==> src/hmbr_pkg.sv <==
// ----------------------------------------------------------------------------
// Heightmap brush package
// Shared types, constants and codes of the heightmap brush block.
// ----------------------------------------------------------------------------
package hmbr_pkg;

	// Default grid side and radius limits.
	localparam int MAP_SIDE_DEF      = 256;
	localparam int MAX_BRUSH_RADIUS  = 4;
	localparam int MAX_SMOOTH_RADIUS = 3;

	// Pending result store: at most (2r)^2 cells per brush.
	localparam int MAX_CELLS = (2 * MAX_BRUSH_RADIUS) * (2 * MAX_BRUSH_RADIUS);
	localparam int PEND_AW   = $clog2(MAX_CELLS);
	localparam int PEND_CW   = PEND_AW + 1;

	// Signed width of grid coordinates inside the brush datapath.
	localparam int CW = 12;

	// Height limits, Q15.8.
	localparam int HMAX = 8388607;
	localparam int HMIN = -8388608;

	// Rounding divider widths: signed numerator, unsigned denominator.
	localparam int DIV_NW = 47;
	localparam int DIV_DW = 24;
	localparam int DIV_QW = DIV_NW + 1;

	// Commands.
	typedef enum logic [1:0] {
		CMD_WRITE = 2'd0,
		CMD_READ  = 2'd1,
		CMD_BRUSH = 2'd2
	} cmd_e;

	// Configuration register indexes.
	localparam logic [2:0] CFG_BRUSH_RADIUS   = 3'd0;
	localparam logic [2:0] CFG_BRUSH_STRENGTH = 3'd1;
	localparam logic [2:0] CFG_SMOOTH_RADIUS  = 3'd2;
	localparam logic [2:0] CFG_MAP_WIDTH      = 3'd3;
	localparam logic [2:0] CFG_MAP_DEPTH      = 3'd4;

	// Sequencer states.
	typedef enum logic [4:0] {
		S_IDLE,
		S_CMD,
		S_RD_LD,
		S_B_CELL,
		S_B_SQ,
		S_B_CMP,
		S_B_M1,
		S_B_M2,
		S_B_DS1,
		S_B_DW1,
		S_B_NB,
		S_B_NBD,
		S_B_DS2,
		S_B_DW2,
		S_B_NEXT,
		S_D_RD,
		S_D_LD
	} state_t;

	// Request payload.
	typedef struct packed {
		logic [1:0]         command;
		logic [7:0]         cell_x;
		logic [7:0]         cell_z;
		logic signed [23:0] height_in;
		logic [15:0]        point_x;
		logic [15:0]        point_z;
		logic signed [15:0] force_req;
	} in_req_t;

	// Result payload.
	typedef struct packed {
		logic [7:0]         out_x;
		logic [7:0]         out_z;
		logic signed [23:0] out_height;
		logic               status;
		logic               last;
	} out_res_t;

	// One pending brush result.
	typedef struct packed {
		logic signed [CW-1:0] x;
		logic signed [CW-1:0] z;
		logic signed [23:0]   h;
	} pend_t;

endpackage

==> src/hmbr_div.sv <==
// ----------------------------------------------------------------------------
// Rounding divider
// Signed by unsigned division, rounded to nearest with ties away from zero,
// one quotient bit per cycle.
// ----------------------------------------------------------------------------
module hmbr_div (
	input  logic                                 clk,
	input  logic                                 arst_n,
	input  logic                                 start,
	input  logic signed [hmbr_pkg::DIV_NW-1:0]   num,
	input  logic [hmbr_pkg::DIV_DW-1:0]          den,
	output logic                                 done,
	output logic signed [hmbr_pkg::DIV_QW:0]     quo
);
	localparam int NW = hmbr_pkg::DIV_NW;
	localparam int DW = hmbr_pkg::DIV_DW;
	localparam int QW = hmbr_pkg::DIV_QW;
	localparam int KW = $clog2(QW + 1);

	logic          busy_q;
	logic          done_q;
	logic [KW-1:0] cnt_q;
	logic [QW-1:0] dvd_q;
	logic [DW:0]   dvs_q;
	logic [DW:0]   rem_q;
	logic          neg_q;
	logic [NW-1:0] mag;
	logic [DW+1:0] trial;
	logic          fits;

	// Magnitude of the numerator and the trial subtraction of this step.
	always_comb begin
		mag   = num[NW-1] ? NW'(-num) : NW'(num);
		trial = {rem_q, dvd_q[QW-1]};
		fits  = trial >= (DW + 2)'(dvs_q);
	end

	// Iteration control.
	always_ff @(posedge clk or negedge arst_n) begin
		if (!arst_n) begin
			busy_q <= 1'b0;
			done_q <= 1'b0;
			cnt_q  <= '0;
		end else begin
			done_q <= 1'b0;
			if (start) begin
				busy_q <= 1'b1;
				cnt_q  <= KW'(QW);
			end else if (busy_q) begin
				cnt_q <= cnt_q - 1'b1;
				if (cnt_q == KW'(1)) begin
					busy_q <= 1'b0;
					done_q <= 1'b1;
				end
			end
		end
	end

	// Restoring division of (2|num| + den) by 2*den; the quotient shifts into dvd_q.
	always_ff @(posedge clk) begin
		if (start) begin
			dvd_q <= QW'({mag, 1'b0}) + QW'(den);
			dvs_q <= {den, 1'b0};
			rem_q <= '0;
			neg_q <= num[NW-1];
		end else if (busy_q) begin
			rem_q <= fits ? (DW + 1)'(trial - (DW + 2)'(dvs_q)) : trial[DW:0];
			dvd_q <= {dvd_q[QW-2:0], fits};
		end
	end

	assign done = done_q;
	assign quo  = neg_q ? -$signed({1'b0, dvd_q}) : $signed({1'b0, dvd_q});

endmodule

==> config.mk <==
export PLATFORM = sky130hd
export DESIGN_NAME = hmbr_div
export DESIGN_NICKNAME = d
export VERILOG_FILES = /design/src/hmbr_pkg.sv /design/src/hmbr_div.sv
export SDC_FILE = /design/constraint.sdc
export NUM_CORES = 1
export LEC_CHECK = 0
export BUFFER_PORTS_ARGS = -buffer_cell sky130_fd_sc_hd__buf_2
export CAP_MARGIN = 0
export CORE_MARGIN = 5
export CORE_UTILIZATION = 39
export CTS_CLUSTER_SIZE = 25
export DETAILED_ROUTE_END_ITERATION = 12
export HOLD_SLACK_MARGIN = 0.06
export SYNTH_ARGS = -nofsm -noshare
export SYNTH_HDL_FRONTEND = slang
export SYNTH_SLANG_ARGS = --single-unit
==> constraint.sdc <==
create_clock -name clk -period 7.3 [get_ports clk]
set_clock_uncertainty 0.05 [all_clocks]
set_input_delay 2.19 -clock clk [delete_from_list [all_inputs] [get_ports clk]]
set_output_delay 2.19 -clock clk [all_outputs]
set_load 0.01 [all_outputs]
==> impl_metrics.csv, run 1 <==
group,metric,value,unit
run_status,status,"finished, final reports clean",
synth,synth.avg_cell_area,8.96,sq um
setup_path,arrival,4.04,ns
setup_path,worstPathMaxFanout,4,
floorplanning,die_y,166,um
floorplanning,die_area,0.0277,sq mm
power_and_ir_drop,ir_drop,0.127,mV
synth,yosysWarnings,0,
setup_path,cp_common_cell,"or3_1",
grt,track_usage,18.5,%
synth,synthAdderAreaFrac,7.63,%
synth,dominantRegCellSynth,"edfxtp_1",
power_and_ir_drop,swShare,40.2,%
hold_path,hold_class,"flip-flop to flip-flop",
grt,grt_pass1_wl,42.3,mm
final_layout,drive_gt1_share,18.2,%
placed_design,placed_cell_area,0.0105,sq mm
cts,cts_max_level,3,
cts,post_cts_buffers,0,
synth,synth_top_area_cell,"edfxtp_1",
power_and_ir_drop,power_density,253,mW/mm^2
power_and_ir_drop,power_leakage,4.16,nW
setup_path,worstSetupStartpointType,"flip-flop",
setup_path,crit_type,"flip-flop to primary output",
final_layout,area_growth,12.8,%
sta,slew_violations,0,
sta,max_freq,159,MHz
sta,rsz0062_at_grt,"false",
power_and_ir_drop,p_sw,1.09,mW
grt,antenna_found_initial,0,
floorplanning,start_util,39.4,%
route,num_vias,8434,
synth,synth_top_area_share,23.0,%
cts,cts_resized,0,
cts,ctsLongestPathBuffers,2,
setup_path,slowest_stage,"or4_1",
setup_path,reg2reg_from,"dvs_q[2]$_DFFE_PP_",
route,drt_wl_total,26.5,mm
sta,min_period_over_period,86.1,%
power_and_ir_drop,pwr-share-clk,17.2,%
final_layout,n_antenna_cell,0,
floorplanning,die_w,166,um
synth,synth_xor_area_share,13.9,%
setup_path,reg2reg_slack,3.43,ns
sta,worstMarginPinSlew,0.938,ns
cts,root_buffer,"clkbuf_16",
setup_path,timing.critical_path.depth,10,
setup_path,path_delay_family,"simple AND/OR/NAND/NOR gates",
power_and_ir_drop,comb_power_share,47.8,%
setup_path,cp_num_buf_inv,1,
sta,timing.slew.headroom,37.4,%
placed_design,place_congestion,0.879,
route,wl_per_cell,17.7,um
synth,synthTopCellsByCount,"xnor2_1 (114), nand2_1 (76), edfxtp_1 (73)",
power_and_ir_drop,intPower,1.63,mW
setup_path,crit_path_cell_trace,"or4_1, nand2b_1, or3_1, or2_2, or3_1, or3_1, nand2b_1, o41ai_1, xnor2_1, buf_2",
placed_design,port_buffers,123,
setup_path,worstPathRequired,5.06,ns
power_and_ir_drop,power_frac_seq,35.0,%
cts,cts_made_buffers,9,
sta,setup_viol,0,
hold_path,min_path_cells,2,
placed_design,dp_hpwl,21.1,mm
synth,ys_types,75,
route,antenna_left,0,
grt,grt_overflow,0,
floorplanning,rows,57,
synth,synth_compound_area_share,20.1,%
route,firstDrtPassIters,7,
cts,hold_buffers,0,
hold_path,min_from,"rem_q[20]$_SDFFE_PP0P_",
sta,setup_tns,0,ns
route,first_iter_violations,571,
final_layout,final_nets,1296,
cts,clock_latency,0.36,ns
synth,ys_ff_latch,106,
cts,tritoncts,"yes",
floorplanning,io_pins,124,
synth,async_flop_share,7.55,%
synth,syn-num-nets,1197,
synth,synth-simple-area-share,17.7,%
setup_path,end_kind,"primary output",
synth,ys_seq_area_share,30.3,%
sta,fin_crit,6.28,ns
final_layout,fill_cells,2453,
setup_path,rr_worst_depth,12,
synth,synthTopCellsByArea,"edfxtp_1 (23%), xnor2_1 (10%), ha_1 (7.2%)",
flow_run,max-cap-violations,0,
cts,cts.sinks,106,
synth,synth_top_family_by_area,"compound AO/OA/AOI/OAI gates",
route,drc,0,
sta,hold_viol_final,0,
setup_path,regToRegEndpoint,"rem_q[1]$_SDFFE_PP0P_",
synth,syn_area,0.00955,sq mm
cts,cts.reportedPaths.clkPinSlew,0.07,ns
grt,grt_pass1_vias,7943,
synth,synth_cells,1066,
setup_path,slowest_delay,0.59,ns
synth,synthMuxAreaShare,6.25,%
route,drt-vias-per-instance,5.65,
synth,synth_most_common_cell,"xnor2_1",
floorplanning,coreArea,0.0242,sq mm
final_layout,fin_area,0.0108,sq mm
grt,grt_start_max_net_pins,72,
hold_path,holdPathEnd,"rem_q[20]$_SDFFE_PP0P_",
synth,synth_edf_count,73,
per-stage QoR:
step | hold WS, ns | worst slack [ns] | total power [mW] | utilization, % | instances
2_1_floorplan | 0.424 | 0.809 | 1.87 | - | 1066
3_3_place_gp | 0.445 | 0.786 | 2.25 | 43.3 | 1478
3_5_place_dp | 0.451 | 0.710 | 2.26 | 43.3 | 1478
4_1_cts | 0.460 | 0.990 | 2.74 | 44.4 | 1494
5_1_grt | 0.469 | 0.652 | 2.92 | 44.4 | 1494
6_report | 0.458 | 1.02 | 2.72 | 44.4 | 1494
worst max-delay path by stage:
stage / end / startpoint
floorplan: dvd_q[36]$_DFFE_PP_ / num[46]
global placement: dvd_q[35]$_DFFE_PP_ / num[5]
detailed placement: dvd_q[35]$_DFFE_PP_ / num[5]
CTS: quo[43] / dvd_q[0]$_DFFE_PP_
global route: dvd_q[35]$_DFFE_PP_ / num[3]
finish: quo[43] / dvd_q[0]$_DFFE_PP_
placed cells by master, fill, tap and decap left out, types with 19 or more instances in the layout:
master / count
o31ai_1: 34
buf_2: 122
nor2_1: 67
a21oi_1: 52
a211oi_1: 30
xor2_1: 38
o41ai_1: 25
inv_1: 52
nand3_1: 21
xnor2_1: 114
edfxtp_1: 73
nor3_1: 25
dfxtp_1: 25
mux2_2: 37
o21ai_0: 49
ha_1: 55
nand2_1: 75
a21o_1: 19
logic make-up (layout without fill, tap and decap cells):
group | Yosys count | in the layout
XOR/XNOR | 152 | 152
buffers and inverters | 101 | 205
AND/OR/NAND/NOR | 319 | 319
AO/OA/AOI/OAI | 276 | 276
flip-flops | 106 | 106
adder cells (fa/ha/maj) | 57 | 57
multiplexers | 55 | 55
cell type report:
type	count	area [sq um]	area share, %
clock buffers	9	225	2.09
clock inverters	7	51.3	0.476
inverters	52	195	1.81
multi-input cells	859	6270	58.3
flip-flops and latches	106	2890	26.9
well taps	324	405	3.76
repair buffers	137	723	6.72
routing by layer:
layer | up-vias | part of all wire (%) | global-route usage, %
met5 | - | 0 | 0
met4 | 0 | 2.5 | 5.98
met3 | 35 | 4.7 | 2.04
met2 | 235 | 45 | 29.9
met1 | 3968 | 47 | 26.0
li1 | 4196 | - | -
registers in the layout, summed over array words and instances, names as in the netlist:
signal  flops
dvd_q      48
rem_q      25
dvs_q      24
cnt_q       6
busy_q      1
done        1
neg_q       1
power by group through the flow:
| stage | sequential [mW] | clock [mW] | combinational, mW |
|---|---|---|---|
| 3_3_place_gp | 0.960 | 0 | 1.29 |
| 6_report | 0.952 | 0.469 | 1.30 |
| 2_1_floorplan | 0.915 | 0 | 0.955 |
| 4_1_cts | 0.951 | 0.482 | 1.30 |
| 3_5_place_dp | 0.962 | 0 | 1.30 |
| 5_1_grt | 0.974 | 0.508 | 1.43 |
tightest hold or removal path, delay by kind of cell, from the launching register on:
family | cells | cell delay [ns]
AO/OA/AOI/OAI | 1 | 0.05
flip-flops | 1 | 0.33
AND/OR/NAND/NOR | 1 | 0.08
Power figures use the tool's default switching activity.
==> inputs of run 2 (changes only) <==
--- a/config.mk
+++ b/config.mk
@@ -7,7 +7,7 @@
 export LEC_CHECK = 0
 export BUFFER_PORTS_ARGS = -buffer_cell sky130_fd_sc_hd__buf_2
 export CAP_MARGIN = 0
-export CORE_MARGIN = 5
+export CORE_MARGIN = 8
 export CORE_UTILIZATION = 39
 export CTS_CLUSTER_SIZE = 25
 export DETAILED_ROUTE_END_ITERATION = 12
==> impl_metrics.csv, run 2 (synthesized netlist as in run 1, its figures left out) <==
group,metric,value,unit
run_status,status,"finished, final reports clean",
route,drt_wl_total,27.0,mm
grt,antenna_found_initial,0,
final_layout,final_nets,1297,
cts,root_buffer,"clkbuf_16",
power_and_ir_drop,intPower,1.63,mW
route,antenna_left,0,
setup_path,worstPathRequired,5.06,ns
cts,post_cts_buffers,0,
sta,slew_violations,0,
final_layout,top_regs,"dvd_q: 48 flops, rem_q: 25 flops, dvs_q: 24 flops",
hold_path,min_path_cells,2,
power_and_ir_drop,power_density,254,mW/mm^2
grt,grt_start_max_net_pins,65,
final_layout,n_antenna_cell,0,
hold_path,hold_class,"flip-flop to flip-flop",
cts,clock_latency,0.37,ns
floorplanning,die_area,0.0297,sq mm
placed_design,port_buffers,123,
sta,setup_slack,0.897,ns
setup_path,arrival,4.16,ns
power_and_ir_drop,swShare,40.3,%
cts,cts_max_level,3,
route,drc,0,
power_and_ir_drop,pwr-share-clk,18.0,%
power_and_ir_drop,power_leakage,4.17,nW
final_layout,multiInputGateArea,0.00627,sq mm
setup_path,cp_common_cell,"or3_1",
sta,worstMarginPinSlew,0.849,ns
grt,grt_pass1_vias,8078,
power_and_ir_drop,p_sw,1.10,mW
placed_design,dp_slack,0.668,ns
placed_design,dp_hpwl,21.6,mm
final_layout,regArea,0.00289,sq mm
sta,setup_viol,0,
floorplanning,rows,57,
floorplanning,die_y,172,um
setup_path,end_kind,"primary output",
setup_path,worstSetupStartpointType,"flip-flop",
sta,max_freq,156,MHz
final_layout,area_growth,13.0,%
final_layout,fill_cells,2373,
power_and_ir_drop,comb_power_share,47.1,%
placed_design,place_congestion,0.898,
grt,grt_overflow,0,
final_layout,regMostFlops,"dvd_q",
cts,hold_buffers,0,
setup_path,slowest_delay,0.57,ns
route,num_vias,8367,
cts,cts.sinks,106,
final_layout,mostFrequentLayoutCells,"buf_2 (122), xnor2_1 (114), nand2_1 (75), edfxtp_1 (73), nor2_1 (67)",
power_and_ir_drop,power_frac_seq,34.9,%
final_layout,final_common_cell,"buf_2",
cts,cts.reportedPaths.clkPinSlew,0.08,ns
floorplanning,die_w,172,um
floorplanning,start_util,39.5,%
cts,tritoncts,"yes",
setup_path,cp_num_buf_inv,1,
final_layout,stdcell_count,1495,
floorplanning,coreArea,0.0242,sq mm
route,wl_per_cell,18.1,um
flow_run,max-cap-violations,0,
sta,min_period_over_period,87.7,%
final_layout,drive_gt1_share,18.3,%
setup_path,path_delay_family,"simple AND/OR/NAND/NOR gates",
power_and_ir_drop,ir_drop,0.151,mV
cts,cts_made_buffers,9,
setup_path,crit_path_cell_trace,"or4_1, nand2b_1, or3_1, or2_2, or3_1, or3_1, nand2b_1, o41ai_1, xnor2_1, buf_2",
setup_path,crit_type,"flip-flop to primary output",
sta,setup_tns,0,ns
sta,hold_viol_final,0,
route,firstDrtPassIters,5,
setup_path,worstPathMaxFanout,4,
setup_path,slowest_stage,"or4_1",
sta,timing.slew.headroom,42.8,%
setup_path,rr_worst_depth,12,
sta,fin_crit,6.40,ns
cts,cts_resized,0,
setup_path,timing.critical_path.depth,10,
final_layout,finish.utilization,44.6,%
route,first_iter_violations,577,
cts,ctsLongestPathBuffers,2,
power_and_ir_drop,power,2.74,mW
placed_design,place_inst,1479,
grt,track_usage,18.2,%
grt,grt_pass1_wl,42.8,mm
floorplanning,io_pins,124,
route,drt-vias-per-instance,5.60,
sta,rsz0062_at_grt,"false",
final_layout,largest_reg_flops,48,
[run 2: per-layer routing]
metal  up-vias  global-route usage (%)  share of wire (%)
li1       4203                       -                  -
met1      3888                    24.5                 47
met2       243                    29.2                 45
met3        33                    3.20                5.5
met4         0                    6.00                2.5
met5         -                       0                  0
[run 2: path summary, 6_finish.rpt]
check                                      start                     to  slack [ns]
max                           dvd_q[0]$_DFFE_PP_                quo[43]        0.90
min                        rem_q[3]$_SDFFE_PP0P_  rem_q[3]$_SDFFE_PP0P_        0.46
max reg2reg                   dvs_q[2]$_DFFE_PP_  rem_q[1]$_SDFFE_PP0P_        3.52
min reg2reg                rem_q[3]$_SDFFE_PP0P_  rem_q[3]$_SDFFE_PP0P_        0.46
max in group asynchronous                 arst_n   cnt_q[4]$_DFFE_PN0P_        5.42
min in group asynchronous                 arst_n       busy_q$_DFF_PN0_        1.61
[run 2: per-stage QoR]
step,hold slack [ns],area (sq um)
2_1_floorplan,0.424,9550
3_3_place_gp,0.442,10500
3_5_place_dp,0.447,10500
4_1_cts,0.457,10800
6_report,0.456,10800
5_1_grt,0.480,10800
[run 2: layout make-up]
| type | instances | share of cell area, % |
|---|---|---|
| clock buffers | 10 | 2.12 |
| multi-input cells | 859 | 58.2 |
| inverters | 52 | 1.81 |
| repair buffers | 138 | 6.77 |
| flip-flops and latches | 106 | 26.8 |
| well taps | 324 | 3.76 |
| clock inverters | 6 | 0.534 |
[run 2: power groups by stage]
| stage | clock [mW] | sequential [mW] | combinational [mW] |
|---|---|---|---|
| after floorplan | 0 | 0.915 | 0.955 |
| after global placement | 0 | 0.964 | 1.29 |
| after detailed placement | 0 | 0.965 | 1.29 |
| after CTS | 0.505 | 0.954 | 1.30 |
| after global routing | 0.526 | 0.977 | 1.43 |
| final | 0.494 | 0.955 | 1.29 |
[run 2: worst register-to-register path: cells and delay by family (launching register included)]
kind	cells	cell delay, ns
DFF	1	0.39
adders and majority gates	1	0.29
AOI/OAI and AO/OA	7	2.25
buffers and inverters	2	0.48
and+or+nand+nor	2	0.21
